File: config.mk
export PLATFORM = sky130hd
export DESIGN_NAME = dpec_sqrt
export DESIGN_NICKNAME = d
export VERILOG_FILES = /design/src/rtl/core/dpec_pkg.sv /design/src/rtl/core/dpec_sqrt.sv
export SDC_FILE = /design/constraint.sdc
export NUM_CORES = 2
export LEC_CHECK = 0
export ABC_CLOCK_PERIOD_IN_PS = 3300
export BUFFER_PORTS_ARGS = -buffer_cell sky130_fd_sc_hd__buf_2
export CORE_MARGIN = 2
export CORE_UTILIZATION = 55
export CTS_CLUSTER_DIAMETER = 30
export DETAILED_ROUTE_END_ITERATION = 8
export PLACE_DENSITY = 0.74
export SKIP_CTS_REPAIR_TIMING = 1
export SYNTH_ARGS = -nofsm -noshare
export SYNTH_HDL_FRONTEND = slang
export SYNTH_SLANG_ARGS = --single-unit
export TNS_END_PERCENT = 10
File: constraint.sdc
create_clock -name clk_i -period 3.3 [get_ports clk_i]
set_input_delay 0.165 -clock clk_i [delete_from_list [all_inputs] [get_ports clk_i]]
set_output_delay 0.165 -clock clk_i [all_outputs]
set_load 0.005 [all_outputs]
File: src/rtl/core/dpec_pkg.sv
package dpec_pkg;

  localparam int FRAC_BITS  = 16;
  localparam int UNIT_SHIFT = 28;
  localparam int SQRT_LAT   = 31;
  localparam int DIV_LAT    = UNIT_SHIFT + 1;
  localparam int SIDE_LAT   = SQRT_LAT + DIV_LAT;

  localparam logic [30:0] CONTACT_RESET = 31'(1) << FRAC_BITS;

  typedef struct packed {
    logic signed [31:0] pos_a_x;
    logic signed [31:0] pos_a_y;
    logic signed [31:0] vel_a_x;
    logic signed [31:0] vel_a_y;
    logic signed [31:0] pos_b_x;
    logic signed [31:0] pos_b_y;
    logic signed [31:0] vel_b_x;
    logic signed [31:0] vel_b_y;
  } in_item_t;

  typedef struct packed {
    logic               hit;
    logic signed [31:0] new_vel_a_x;
    logic signed [31:0] new_vel_a_y;
    logic signed [31:0] new_vel_b_x;
    logic signed [31:0] new_vel_b_y;
  } out_item_t;

  typedef struct packed {
    logic               valid;
    logic               hit;
    logic               zero;
    logic               sx;
    logic               sy;
    logic [30:0]        ax;
    logic [30:0]        ay;
    logic signed [32:0] wx;
    logic signed [32:0] wy;
    logic signed [31:0] vax;
    logic signed [31:0] vay;
    logic signed [31:0] vbx;
    logic signed [31:0] vby;
  } side_t;

  function automatic logic signed [35:0] rnd_shift(input logic signed [63:0] v);
    logic [63:0] m;
    logic [63:0] q;
    m = v[63] ? 64'(-v) : 64'(v);
    q = (m + (64'(1) << (UNIT_SHIFT - 1))) >> UNIT_SHIFT;
    return v[63] ? -$signed(q[35:0]) : $signed(q[35:0]);
  endfunction

  function automatic logic signed [31:0] sat32(input logic signed [36:0] v);
    if (v > 37'sd2147483647) begin
      return 32'sh7FFFFFFF;
    end else if (v < -37'sd2147483648) begin
      return 32'sh80000000;
    end
    return v[31:0];
  endfunction

endpackage

File: src/rtl/core/dpec_sqrt.sv
module dpec_sqrt
  import dpec_pkg::*;
(
  input  logic        clk_i,
  input  logic        en_i,
  input  logic [61:0] rad_i,
  output logic [30:0] root_o
);

  logic [62:0] rem_q  [0:SQRT_LAT];
  logic [30:0] root_q [0:SQRT_LAT];

  assign rem_q[0]  = {1'b0, rad_i};
  assign root_q[0] = '0;

  for (genvar g = 0; g < SQRT_LAT; g++) begin : g_step
    localparam int B = SQRT_LAT - 1 - g;
    logic [62:0] trial;
    assign trial = ({32'b0, root_q[g]} << (B + 1)) + (63'(1) << (2 * B));
    always_ff @(posedge clk_i) begin
      if (en_i) begin
        if (rem_q[g] >= trial) begin
          rem_q[g+1]  <= rem_q[g] - trial;
          root_q[g+1] <= root_q[g] | (31'(1) << B);
        end else begin
          rem_q[g+1]  <= rem_q[g];
          root_q[g+1] <= root_q[g];
        end
      end
    end
  end

  assign root_o = root_q[SQRT_LAT];

endmodule

-- Word level (Yosys, flattened, before mapping)
Cells that the tools add are included.
Widths: inputs -> output; s select.
- register bits after elaboration: 2851
- bits of input ports: 64
- logic and storage cells: 214
- add/sub/neg operators: 60
- magnitude comparators: 31
- multiplexer cells: 31
- operators with widths (operator ; number):
    $mux 63 ; 29
    $ge 63x33->1 ; 1
    $ge 63x34->1 ; 1
    $ge 63x35->1 ; 1
    $ge 63x36->1 ; 1
    $ge 63x37->1 ; 1
    $ge 63x38->1 ; 1
    $ge 63x39->1 ; 1
    $ge 63x40->1 ; 1
    $ge 63x41->1 ; 1
    $ge 63x42->1 ; 1
    $ge 63x43->1 ; 1
    $ge 63x44->1 ; 1
    $ge 63x45->1 ; 1
    $ge 63x46->1 ; 1
    $ge 63x47->1 ; 1
    $ge 63x48->1 ; 1
    $ge 63x49->1 ; 1
    $ge 63x50->1 ; 1
    $ge 63x51->1 ; 1
    $ge 63x52->1 ; 1
    $ge 63x53->1 ; 1
    $ge 63x54->1 ; 1
    $ge 63x55->1 ; 1
    other kinds (70) ; 70

-- Logic depth before layout (Yosys ltp)
- depth after elaboration: 3
- mapped depth: 15
- gate-level depth less buffers: 12

-- Least setup slack after synthesis
OpenSTA, ideal clock, no wires.
- path kind: reg2reg
- from: register rem_q[550] in the netlist's numbering
- to: register rem_q[464] in the netlist's numbering, data pin
- library setup time: 0.260 ns
- arrival: 3.295 ns
- required time: 3.040 ns
- slack: -0.255 ns
- cell stages (with the launch flop): 9
- clock period less this slack: 3.555 ns
- cells stage by stage: edfxtp_1 > or4_1 > or3_4 > or3_4 > or4_4 > or3_4 > a31oi_4 > buf_4 > mux2_2
- cells in the longest elaborated chain, start to end: 2
- ends and longest elaborated chain (element ; line ; RTL):
    start: declaration ; dpec_sqrt.sv:10 ; logic [62:0] rem_q [0:SQRT_LAT];
    start signal: indexed assignment ; dpec_sqrt.sv:23 ; rem_q[g+1] <= rem_q[g] - trial;
    start signal: indexed assignment ; dpec_sqrt.sv:26 ; rem_q[g+1] <= rem_q[g];
    $ge 63x40->1 ; dpec_sqrt.sv:22 ; if (rem_q[g] >= trial) begin
    $mux 63 ; dpec_sqrt.sv:22 ;
Every way passes these cells.
A chain may end at the register's enable or synchronous reset.

-- Final worst setup path
- from: register rem_q[1113] in the netlist's numbering
- to: register rem_q[1064] in the netlist's numbering, data pin
- cells in the longest elaborated chain, start to end: 2
- ends and longest elaborated chain (element ; line):
    $sub 63x49->63 / $ge 63x49->1 (equally long branches) ; dpec_sqrt.sv:23, dpec_sqrt.sv:22
    $mux 63 (*) ; dpec_sqrt.sv:22
Every way passes the cells marked *; elsewhere a longest branch is shown, timed or not.

==> run_results.csv <==
group,metric,value,unit
run_status,status,"finished with violations",
run_status,violations,"setup timing",
logic_synthesis,synth_area_leaders,"edfxtp_1 62%, ha_1 5.7%, xnor2_1 3.4%, xor2_1 3.1%, a21oi_1 2.4%",
logic_synthesis,syn_inst,9176,
cells_and_area,fin_cells,14123,
floorplanning,start_util,0.555,
logic_synthesis,synth_compound_area_frac,0.0949,
logic_synthesis,synth.net_count,9765,
placed_design,portBuffers,94,
cts,cts_tree,"done",
pwr,comb_power_share,0.213,
cts,cts_made_buffers,440,
sta,timing.hold.ws,0.161,ns
cts,htreeDepth,5,
pwr,seq_power_share,0.380,
grt,grt_max_degree,146,
cells_and_area,area_delta_synth_final,27.7,%
critical_path,cp_max_fo,3,
logic_synthesis,syn_area_per_cell,12.5,sq um
critical_path,cp.required,4.02,ns
logic_synthesis,ys_ff_latch,2386,
cells_and_area,num-fill-cells,13604,
critical_path,timing.critical_path.to_type,"register",
min_path,min-delay-path-class,"input pin to register",
cells_and_area,final_cell_mix,"2,386 x edfxtp_1, 1,272 x buf_4, 661 x inv_1",
critical_path,start_kind,"register",
placed_design,hpwlAfterDp,231,mm
logic_synthesis,synth_xor_area_frac,0.0648,
grt,overflow,0,
sta,finClkSkew,0.123,ns
sta,final_max_slew_viol_count,0,
placed_design,placed_cell_area,0.128,sq mm
cells_and_area,final_area,0.147,sq mm
floorplanning,fp.dieH,461,um
pwr,p_clk_frac,0.407,
floorplanning,die_w,461,um
logic_synthesis,yosysWarnings,0,
route,drt_first_pass_iters,8,
logic_synthesis,ys_types,99,
sta,relSlewSlack,0.250,
pwr,p_int,77.3,mW
floorplanning,coreArea,0.207,sq mm
floorplanning,boundaryPins,95,
floorplanning,placementRows,167,
logic_synthesis,synth_top_cell_area_share,0.623,
placed_design,dp_cells,13107,
logic_synthesis,synth_mux_area_frac,0.00784,
sta,fmax,0.281,GHz
route,routedWlPerCell,23.6,um
cells_and_area,regArea,0.0716,sq mm
cts,path_clk_slew,0.05,ns
route,totalWireLength,333,mm
logic_synthesis,synth_top_family_by_area,"simple AND/OR/NAND/NOR gates",
logic_synthesis,ys.flop_type,"edfxtp_1",
pwr,cellLeakagePower,57.9,nW
cts,insertion_delay,1.02,ns
cts,cts.sinks,2386,
logic_synthesis,synth-adder-area-share,0.0571,
route,drt_first_iter_violations,9127,
grt,first_global_vias,81322,
run,max_cap_violations,0,
route,drc,0,
critical_path,crit_type,"register to register",
sta,finalCriticalPeriod,3.56,ns
sta,finalHoldViolCount,0,
logic_synthesis,mappedNetlistArea,0.115,sq mm
critical_path,r2r_cells,13,
route,via_count,84736,
sta,final_min_period_over_clock_period,1.08,
pwr,p_switching,32.3,mW
sta,worst_slew_pin_slew,1.12,ns
sta,setup_violations,413,
logic_synthesis,synthSimpleGateAreaFrac,0.124,
logic_synthesis,synth_edf_count,2386,
sta,rsz0062_at_grt,"true",
critical_path,critical_path_arrival,4.28,ns
floorplanning,die_area,0.213,sq mm
pwr,swShare,0.294,
pwr,ir_worst_vdd,0.663,mV
cells_and_area,final_common_cell,"edfxtp_1",
sta,finalWorstSetupSlack,-0.261,ns
cells_and_area,multi_input_area,0.0423,sq mm
route,via_per_inst,6.00,
cells_and_area,nets,11566,
route,ant_nets,0,
logic_synthesis,yosys.area.top_type,"edfxtp_1",
grt,grt_pass1_wl,478,mm
cts,clockRootBuffer,"clkbuf_16",
placed_design,gp_congestion,1.03,
cells_and_area,drive_above_1_share,0.229,
placed_design,pre_cts_ws,-0.679,ns
logic_synthesis,ys_seq_area_frac,0.623,
grt,grt_use_total,0.293,
logic_synthesis,synth-async-reset-ratio,0,
pwr,p_per_area,746,mW/mm^2
grt,antenna_found_initial,11,
cts,cts_max_path_buffers,4,
min_path,hold_depth,4,
## worst max-delay path, stage by stage (launching register included)
cell	delay, ns
edfxtp_1	0.48
ha_1	0.37
nand2_1	0.08
or3_1	0.44
or4_4	0.58
nor3_2	0.15
buf_4	0.16
a21oi_1	0.11
o31ai_4	0.09
buf_4	0.16
o2111ai_1	0.20
buf_4	0.22
nor2_1	0.15
xor2_1	0.10
## routing by layer
metal | vias to the layer above | routed length, um | GRT usage | part of all wire
met5 | - | 27 | 0 | 0.000081
met4 | 4 | 17100 | 0.129 | 0.051
met3 | 986 | 24200 | 0.0439 | 0.073
met2 | 4111 | 162000 | 0.487 | 0.49
met1 | 41339 | 130000 | 0.383 | 0.39
li1 | 38296 | - | - | -
## cells by family after synthesis
kind of cell,Yosys count
AOI/OAI and AO/OA,1738
xor gates and xnor gates,851
muxes,81
adders and majority gates,525
and+or+nand+nor,2722
buffers and inverters,873
DFF,2386
## final cells by class
| cell class | count | area share |
|---|---|---|
| antenna | 3 | 0.0000511 |
| clock buffer | 476 | 0.0761 |
| sequential | 2386 | 0.488 |
| tap | 2788 | 0.0237 |
| inverter | 673 | 0.0173 |
| multi-input combinational | 5918 | 0.288 |
| clock inverter | 321 | 0.0231 |
| timing repair buffer | 1558 | 0.0844 |
## synthesized netlist by cell type, types with 27 or more instances
cell type,n
a211oi_1,45
a21boi_0,27
a21o_1,205
a21oi_1,559
a31oi_1,56
and2_1,32
and3_1,50
clkbuf_1,161
edfxtp_1,2386
ha_1,525
inv_1,668
mux2_2,73
nand2_1,576
nand2b_1,93
nand3_1,144
nand3b_1,37
nand4_1,154
nor2_1,592
nor2b_1,51
nor3_1,261
nor4_1,333
nor4b_1,52
o211ai_1,42
o21a_1,86
o21ai_0,414
o21bai_1,54
o31ai_1,42
or2_2,42
or3_1,99
or4_1,84
xnor2_1,446
xor2_1,405
## state kept, by name (all words and copies together) (netlist names)
name	count
root_q	465
rem_q	1890
root_o	31
## power groups by stage
stage               clock network (mW)  registers [mW]  logic, mW
CTS                               44.6            41.5       22.0
detailed placement                   0            41.9       21.7
finish                            44.6            41.7       23.3
global placement                     0            41.9       21.3
floorplan                            0            40.5       13.1
global route                      46.2            41.9       25.4
## path summary, 6_finish.rpt
| kind | start | endpoint | slack [ns] |
|---|---|---|---|
| worst max-delay path | rem_q[1113] | rem_q[1064] | -0.26 |
| worst min register to register | root_q[519] | root_q[488] | 0.42 |
| worst min-delay path | rad_i[60] | rem_q[1950] | 0.16 |
| worst max register to register | rem_q[1113] | rem_q[1064] | -0.26 |
## per-stage QoR
step | power (mW) | utilization | setup TNS, ns
finish | 110 | 0.708 | -32.03
global route | 113 | 0.708 | -103.66
CTS | 108 | 0.688 | -113.13
detailed placement | 63.6 | 0.617 | -84.04
global placement | 63.2 | 0.617 | -69.62
floorplan | 53.6 | - | -6.69
Power figures use the tool's default switching activity.
