$ cat config.mk
export PLATFORM = sky130hd
export DESIGN_NAME = dpec_div
export DESIGN_NICKNAME = d
export VERILOG_FILES = /design/src/rtl/core/dpec_pkg.sv /design/src/rtl/core/dpec_div.sv
export SDC_FILE = /design/constraint.sdc
export NUM_CORES = 2
export LEC_CHECK = 0
export ABC_CLOCK_PERIOD_IN_PS = 3870
export BUFFER_PORTS_ARGS = -buffer_cell sky130_fd_sc_hd__buf_4
export CAP_MARGIN = 15
export CORE_MARGIN = 4
export CORE_UTILIZATION = 35
export DETAILED_ROUTE_END_ITERATION = 7
export GPL_TIMING_DRIVEN = 0
export REMOVE_ABC_BUFFERS = 1
export SETUP_SLACK_MARGIN = 0.4
export SLEW_MARGIN = 10
export SYNTH_ARGS = -nofsm -noshare
export SYNTH_HDL_FRONTEND = slang
export SYNTH_SLANG_ARGS = --single-unit
$ cat constraint.sdc
create_clock -name clk_i -period 3.87 [get_ports clk_i]
set_input_delay 0.387 -clock clk_i [delete_from_list [all_inputs] [get_ports clk_i]]
set_output_delay 0.387 -clock clk_i [all_outputs]
set_load 0.005 [all_outputs]
$ cat src/rtl/core/dpec_pkg.sv
package dpec_pkg;

  localparam int FRAC_BITS  = 16;
  localparam int UNIT_SHIFT = 28;
  localparam int SQRT_LAT   = 31;
  localparam int DIV_LAT    = UNIT_SHIFT + 1;
  localparam int SIDE_LAT   = SQRT_LAT + DIV_LAT;

  localparam logic [30:0] CONTACT_RESET = 31'(1) << FRAC_BITS;

  typedef struct packed {
    logic signed [31:0] pos_a_x;
    logic signed [31:0] pos_a_y;
    logic signed [31:0] vel_a_x;
    logic signed [31:0] vel_a_y;
    logic signed [31:0] pos_b_x;
    logic signed [31:0] pos_b_y;
    logic signed [31:0] vel_b_x;
    logic signed [31:0] vel_b_y;
  } in_item_t;

  typedef struct packed {
    logic               hit;
    logic signed [31:0] new_vel_a_x;
    logic signed [31:0] new_vel_a_y;
    logic signed [31:0] new_vel_b_x;
    logic signed [31:0] new_vel_b_y;
  } out_item_t;

  typedef struct packed {
    logic               valid;
    logic               hit;
    logic               zero;
    logic               sx;
    logic               sy;
    logic [30:0]        ax;
    logic [30:0]        ay;
    logic signed [32:0] wx;
    logic signed [32:0] wy;
    logic signed [31:0] vax;
    logic signed [31:0] vay;
    logic signed [31:0] vbx;
    logic signed [31:0] vby;
  } side_t;

  function automatic logic signed [35:0] rnd_shift(input logic signed [63:0] v);
    logic [63:0] m;
    logic [63:0] q;
    m = v[63] ? 64'(-v) : 64'(v);
    q = (m + (64'(1) << (UNIT_SHIFT - 1))) >> UNIT_SHIFT;
    return v[63] ? -$signed(q[35:0]) : $signed(q[35:0]);
  endfunction

  function automatic logic signed [31:0] sat32(input logic signed [36:0] v);
    if (v > 37'sd2147483647) begin
      return 32'sh7FFFFFFF;
    end else if (v < -37'sd2147483648) begin
      return 32'sh80000000;
    end
    return v[31:0];
  endfunction

endpackage

$ cat src/rtl/core/dpec_div.sv
module dpec_div
  import dpec_pkg::*;
(
  input  logic        clk_i,
  input  logic        en_i,
  input  logic [30:0] num_i,
  input  logic [30:0] den_i,
  output logic [UNIT_SHIFT:0] quo_o
);

  logic [30:0]         rem_q [0:DIV_LAT];
  logic [30:0]         den_q [0:DIV_LAT];
  logic [UNIT_SHIFT:0] quo_q [0:DIV_LAT];

  assign rem_q[0] = num_i;
  assign den_q[0] = den_i;
  assign quo_q[0] = '0;

  for (genvar g = 0; g < DIV_LAT; g++) begin : g_step
    logic [31:0] t;
    logic        qb;
    if (g == 0) begin : g_first
      assign t = {1'b0, rem_q[g]};
    end else begin : g_rest
      assign t = {rem_q[g], 1'b0};
    end
    assign qb = t >= {1'b0, den_q[g]};
    always_ff @(posedge clk_i) begin
      if (en_i) begin
        rem_q[g+1] <= qb ? 31'(t - {1'b0, den_q[g]}) : t[30:0];
        den_q[g+1] <= den_q[g];
        quo_q[g+1] <= {quo_q[g][UNIT_SHIFT-1:0], qb};
      end
    end
  end

  assign quo_o = quo_q[DIV_LAT];

endmodule

Word-level counts from Yosys, hierarchy flattened

Cells that the tools add are included.

Bits in registers: 2171
Bits in latches: 0
RAM bits: 0
Bits in read-only memories: 0
Input port bits: 64
Memories kept: 0

Add/subtract/negate cells: 28
Multipliers: 0
Divide/modulo/power cells: 0
$lt $le $gt $ge: 29
Equality and inequality tests: 0
Shift-type cells: 0
Mux-type cells: 28
Bitwise logic cells: 0
Reductions and logical operators: 0

Operators by type and width:

| operator                                     | number |
|---|---|
| greater-or-equal comparator 32 x 31 -> 1 bit | 28 |
| 2-to-1 mux 31 bit                            | 28 |
| subtractor 31 bit                            | 28 |
| greater-or-equal comparator 31 bit           | 1 |

Logic depth before layout (Yosys ltp)

Depth in word-level cells: 2
Mapped depth: 15

Worst setup path before layout

No wires, ideal clock.

Path kind: reg2reg
From: register den_q[496] (netlist name)
To: register rem_q (netlist bit g_step[14].t[23]), data pin
Library setup time: 0.260 ns
Arrival time: 3.369 ns
Required time: 3.610 ns
Path slack: 0.241 ns
Cell stages (with the launch flop): 15
Buffers on the path: 1
Clock period less this slack: 3.629 ns
Path through: edfxtp_1 > inv_1 > fa_1 > a21o_1 > a31o_1 > a21oi_2 > o21ai_1 > a311o_1 > a31oi_4 > o31a_1 > o21ai_1 > a21o_1 > a211oi_4 > buf_6 > mux2_2

Word-level cells in the longest chain between the ends: 2

RTL lines:

| item                                                                              | RTL line                       | RTL |
|---|---|---|
| from (decl)                                                                       | dpec_div.sv:12                 | `logic [30:0] den_q [0:DIV_LAT];` |
| from (signal, indexed assignment)                                                 | dpec_div.sv:31                 | `den_q[g+1] <= den_q[g];` |
| subtractor 31 bit or greater-or-equal comparator 32 x 31 -> 1 bit (tied branches) | dpec_div.sv:30, dpec_div.sv:27 |  |
| 2-to-1 mux 31 bit (*)                                                             | dpec_div.sv:30                 | `rem_q[g+1] <= qb ? 31'(t - {1'b0, den_q[g]}) : t[30:0];` |
| to (signal, indexed assignment)                                                   | dpec_div.sv:30                 |  |
| to (decl)                                                                         | dpec_div.sv:11                 | `logic [30:0] rem_q [0:DIV_LAT];` |

Every way passes the cells marked *; elsewhere a longest branch is shown, timed or not.
A chain may end at the register's enable or synchronous reset.

Worst setup path after layout

From: register den_q[403] (netlist name)
To: register rem_q (netlist bit g_step[17].t[8]), data pin

The elaborated chain is that of the path after synthesis.

==> impl_metrics.csv <==
group,metric,value,unit
sta,maxSlewViolCount,0,
finish,seq_area,0.0652,mm²
critical_path,arrival,4.51,ns
finish,final_nets,12251,
power,internal-power,0.0791,W
clock_network,path_clk_slew,0.06,ns
power,comb_power_share,0.517,
critical_path,end_kind,"register",
sta,finalSetupViolCount,1,
hold_path,holdCritPathClass,"in2reg",
logic_synthesis,synth-edff-count,2171,
placed_design,dp_slack,-2.74,ns
sta,whs,0.0509,ns
die,num_io_pins,93,
global_routing,grt.overflow.total,0,
clock_network,cts_buffers,237,
clock_network,cts_sinks,2171,
drt,routedLengthMet1,83.6,mm
global_routing,antenna_found_initial,1,
global_routing,grt_max_degree,173,
drt,ant_nets,0,
drt,viasPerCell,4.99,
clock_network,clkLatencyLatePin,0.91,ns
sta,fin_skew,0.0701,ns
logic_synthesis,syn_inst,10511,
sta,grt_setup_unrepaired,"yes",
finish,instances_no_fill,15985,
finish,drive_gt1_frac,0.172,
clock_network,cts_tree,"done",
finish,fillers,31280,
status,violations,"setup timing",
power,pwr-share-seq,0.306,
die,die_y,594,µm
drt,drt-total-wl,257,mm
drt,maxUsedRoutingLayer,"met4",
logic_synthesis,ys.flop_type,"edfxtp_1",
critical_path,r2r-end,"g_step[17].t[8]",
critical_path,rrSetupSlack,-0.02,ns
power,pwr-share-clk,0.176,
critical_path,cp-startpoint,"den_q[403]",
job,maxCapViolCount,0,
sta,post-route-period-util,1.00,
critical_path,worst_setup_path_start_kind,"register",
finish,multi_input_area,0.0538,mm²
global_routing,grt_usage,0.133,
sta,finalHoldViolCount,0,
drt,vias,79723,
drt,drc,0,
finish,syn_to_final_growth,20.4,%
power,power_switching,0.0454,W
logic_synthesis,synthArstFlopShare,0,
placed_design,port_buffers,92,
power,p_leak,58.8,nW
critical_path,path_max_fanout,8,
logic_synthesis,synthDistinctLibCells,92,
sta,setup_ws,-0.0155,ns
placed_design,hpwlAfterDp,171,mm
critical_path,path_class,"reg2reg",
power,power.density,861,mW/mm²
drt,wl_per_cell,16.1,µm
critical_path,crit_end,"g_step[17].t[8]",
logic_synthesis,yosys_warnings,0,
logic_synthesis,ys_seq_area_frac,0.543,
clock_network,htree_levels,4,
drt,met2_length,147,mm
die,dieArea,0.353,mm²
die,coreArea,0.341,mm²
drt,route.met3.wl,6.78,mm
critical_path,r2r_cells,17,
sta,slew_headroom,0.197,
drt,drt_iter0_drc,3309,
sta,max_freq,257,MHz
critical_path,reg2reg_from,"den_q[403]",
drt,dr.pass1.iters,7,
power,ir_worst_vdd,408,µV
die,initial_core_util,0.352,
finish,post-route-util,0.424,
sta,worstMarginPinSlew,1.19,ns
die,placementRows,214,
critical_path,critical_path_required,4.49,ns
sta,finalCriticalPeriod,3.89,ns
status,status,"complete, but fails checks",
placed_design,place_inst,14971,
global_routing,grt_pass1_vias,81000,
power,p_sw_frac,0.365,
die,die_x,594,µm
global_routing,grt_pass1_wl,388,mm
logic_synthesis,netlist_area,0.120,mm²
clock_network,clk_path_buf_depth,4,
placed_design,place.gp.congestion,0.905,
clock_network,cts_root_buf,"clkbuf_16",
logic_synthesis,synth_area_per_cell,11.4,µm²
logic_synthesis,synth_seq_cells,2171,
-- critical path, stage by stage (launching register included) --
cell and delay (ns):
edfxtp_1 0.37, inv_2 0.06, fa_2 0.39, a21o_1 0.18, a21oi_2 0.16, o211a_1 0.18
and3b_2 0.24, o31a_1 0.34, a31o_4 0.28, o21a_1 0.20, nor2_2 0.14, o211ai_1 0.12
buf_4 0.17, buf_8 0.13, buf_12 0.13, buf_8 0.13, buf_8 0.13, mux2_4 0.29
-- logic make-up (layout without fill, tap and decap cells) --
group	Yosys count	after routing	share of synthesized area
buffers and inverters	1374	2301	0.0448
AOI/OAI and AO/OA	2792	2800	0.145
xor gates and xnor gates	746	746	0.0544
and+or+nand+nor	2174	2176	0.0842
adders and majority gates	926	926	0.0982
DFF	2171	2171	0.543
muxes	328	328	0.0307
other	0	1	0
-- Yosys cell counts (53+ instances only) --
library cell	instances	area share
nor3_1	106	0.0044
o21ai_0	733	0.031
a211oi_1	59	0.0037
nor2_1	535	0.017
edfxtp_1	2171	0.54
nor2b_1	104	0.0054
nand2_1	799	0.025
inv_1	1128	0.035
mux2_2	289	0.027
and3_1	63	0.0033
nand2b_1	110	0.0057
a21oi_1	852	0.036
xnor2_1	441	0.032
o31ai_1	53	0.0033
nand3_1	142	0.0059
nand4_1	124	0.0065
a21o_1	453	0.028
ha_1	898	0.094
o21bai_1	113	0.0071
o21a_1	102	0.0064
a31oi_1	79	0.0041
xor2_1	305	0.022
clkbuf_1	144	0.0045
-- power by group through the flow --
stage          clock network [W]  logic, W  registers, W
2_1_floorplan                  0    0.0391        0.0374
3_3_place_gp                   0    0.0494        0.0392
3_5_place_dp                   0    0.0506        0.0384
4_1_cts                   0.0227    0.0560        0.0380
5_1_grt                   0.0236    0.0704        0.0388
6_report                  0.0219    0.0644        0.0381
-- registers in the layout (all words and copies together) (netlist names) --
signal and cells:
g_step.t 868, den_q 868, quo_q 406, quo_o 29
-- per-layer routing --
| metal | track usage | vias to the layer above |
|---|---|---|
| li1 | - | 39841 |
| met1 | 0.113 | 37677 |
| met2 | 0.278 | 1351 |
| met3 | 0.0165 | 854 |
| met4 | 0.0920 | 0 |
| met5 | 0 | - |
-- cells in the final DEF (no fill, tap or decap), drive strengths merged, types with 16 or more instances in the layout --
cell,synthesis,routed
ha,898,898
nand2b,110,110
o31ai,54,54
fa,28,28
nand2,799,799
nor3b,18,18
nor2b,104,104
o211ai,43,43
a31oi,80,83
nor3,106,106
nor4,23,23
inv,1131,1124
and3,63,63
a211o,25,25
bufinv,0,22
buf,99,638
dlygate4sd3,0,62
nor2,535,535
and4,16,16
o21ai,752,755
a21oi,854,854
o21a,102,102
xnor2,441,441
a21o,453,453
mux2,320,320
a211oi,63,63
clkbuf,144,333
o31a,27,27
nand3,142,142
a21boi,28,29
clkinv,0,97
a2111oi,28,28
o21bai,113,113
edfxtp,2171,2171
nand4,124,124
or3,36,38
or2,21,21
xor2,305,305
and2,33,33
-- final cells by class --
cell class	count	share of cell area
Sequential cell	2171	0.451
Multi-Input combinational cell	6976	0.372
Timing Repair Buffer	743	0.0563
Clock buffer	300	0.0435
Tap cell	4536	0.0393
Inverter	1131	0.0298
Clock inverter	126	0.00795
Timing Repair inverter	1	0.0000519
Antenna cell	1	0.0000173
-- how the worst min path moves through the flow --
stage / startpoint / to / depth (start not counted)
3_3_place_gp: quo_q[668] / quo_q[640] / 0
2_1_floorplan: quo_q[38] / quo_o[10] / 0
6_report: en_i / den_q[898] / 2
4_1_cts: en_i / g_step[5].t[31] / 2
5_1_grt: en_i / den_q[898] / 2
3_5_place_dp: quo_q[41] / quo_o[13] / 0
-- per-stage QoR --
step | cell area (µm²) | TNS, ns | power (W)
final | 145000 | -0.0155 | 0.124
after global routing | 145000 | -4.35 | 0.133
after CTS | 139000 | -3.73 | 0.117
after detailed placement | 127000 | -2099.04 | 0.0890
after global placement | 125000 | - | 0.0886
after floorplan | 119000 | -595.39 | 0.0765
-- repair_timing --
| item | 4_1_cts | 5_1_grt |
|---|---|---|
| buffers inserted | 172 | 286 |
| gates resized for setup | 429 | 728 |
| pin swaps | 157 | 310 |
| cloned | 25 | 41 |
| setup endpoints to repair | 1865 | 810 |
| hold endpoints to repair | 128 | 0 |
| hold buffers | 63 | 0 |
Power figures use the tool's default switching activity.
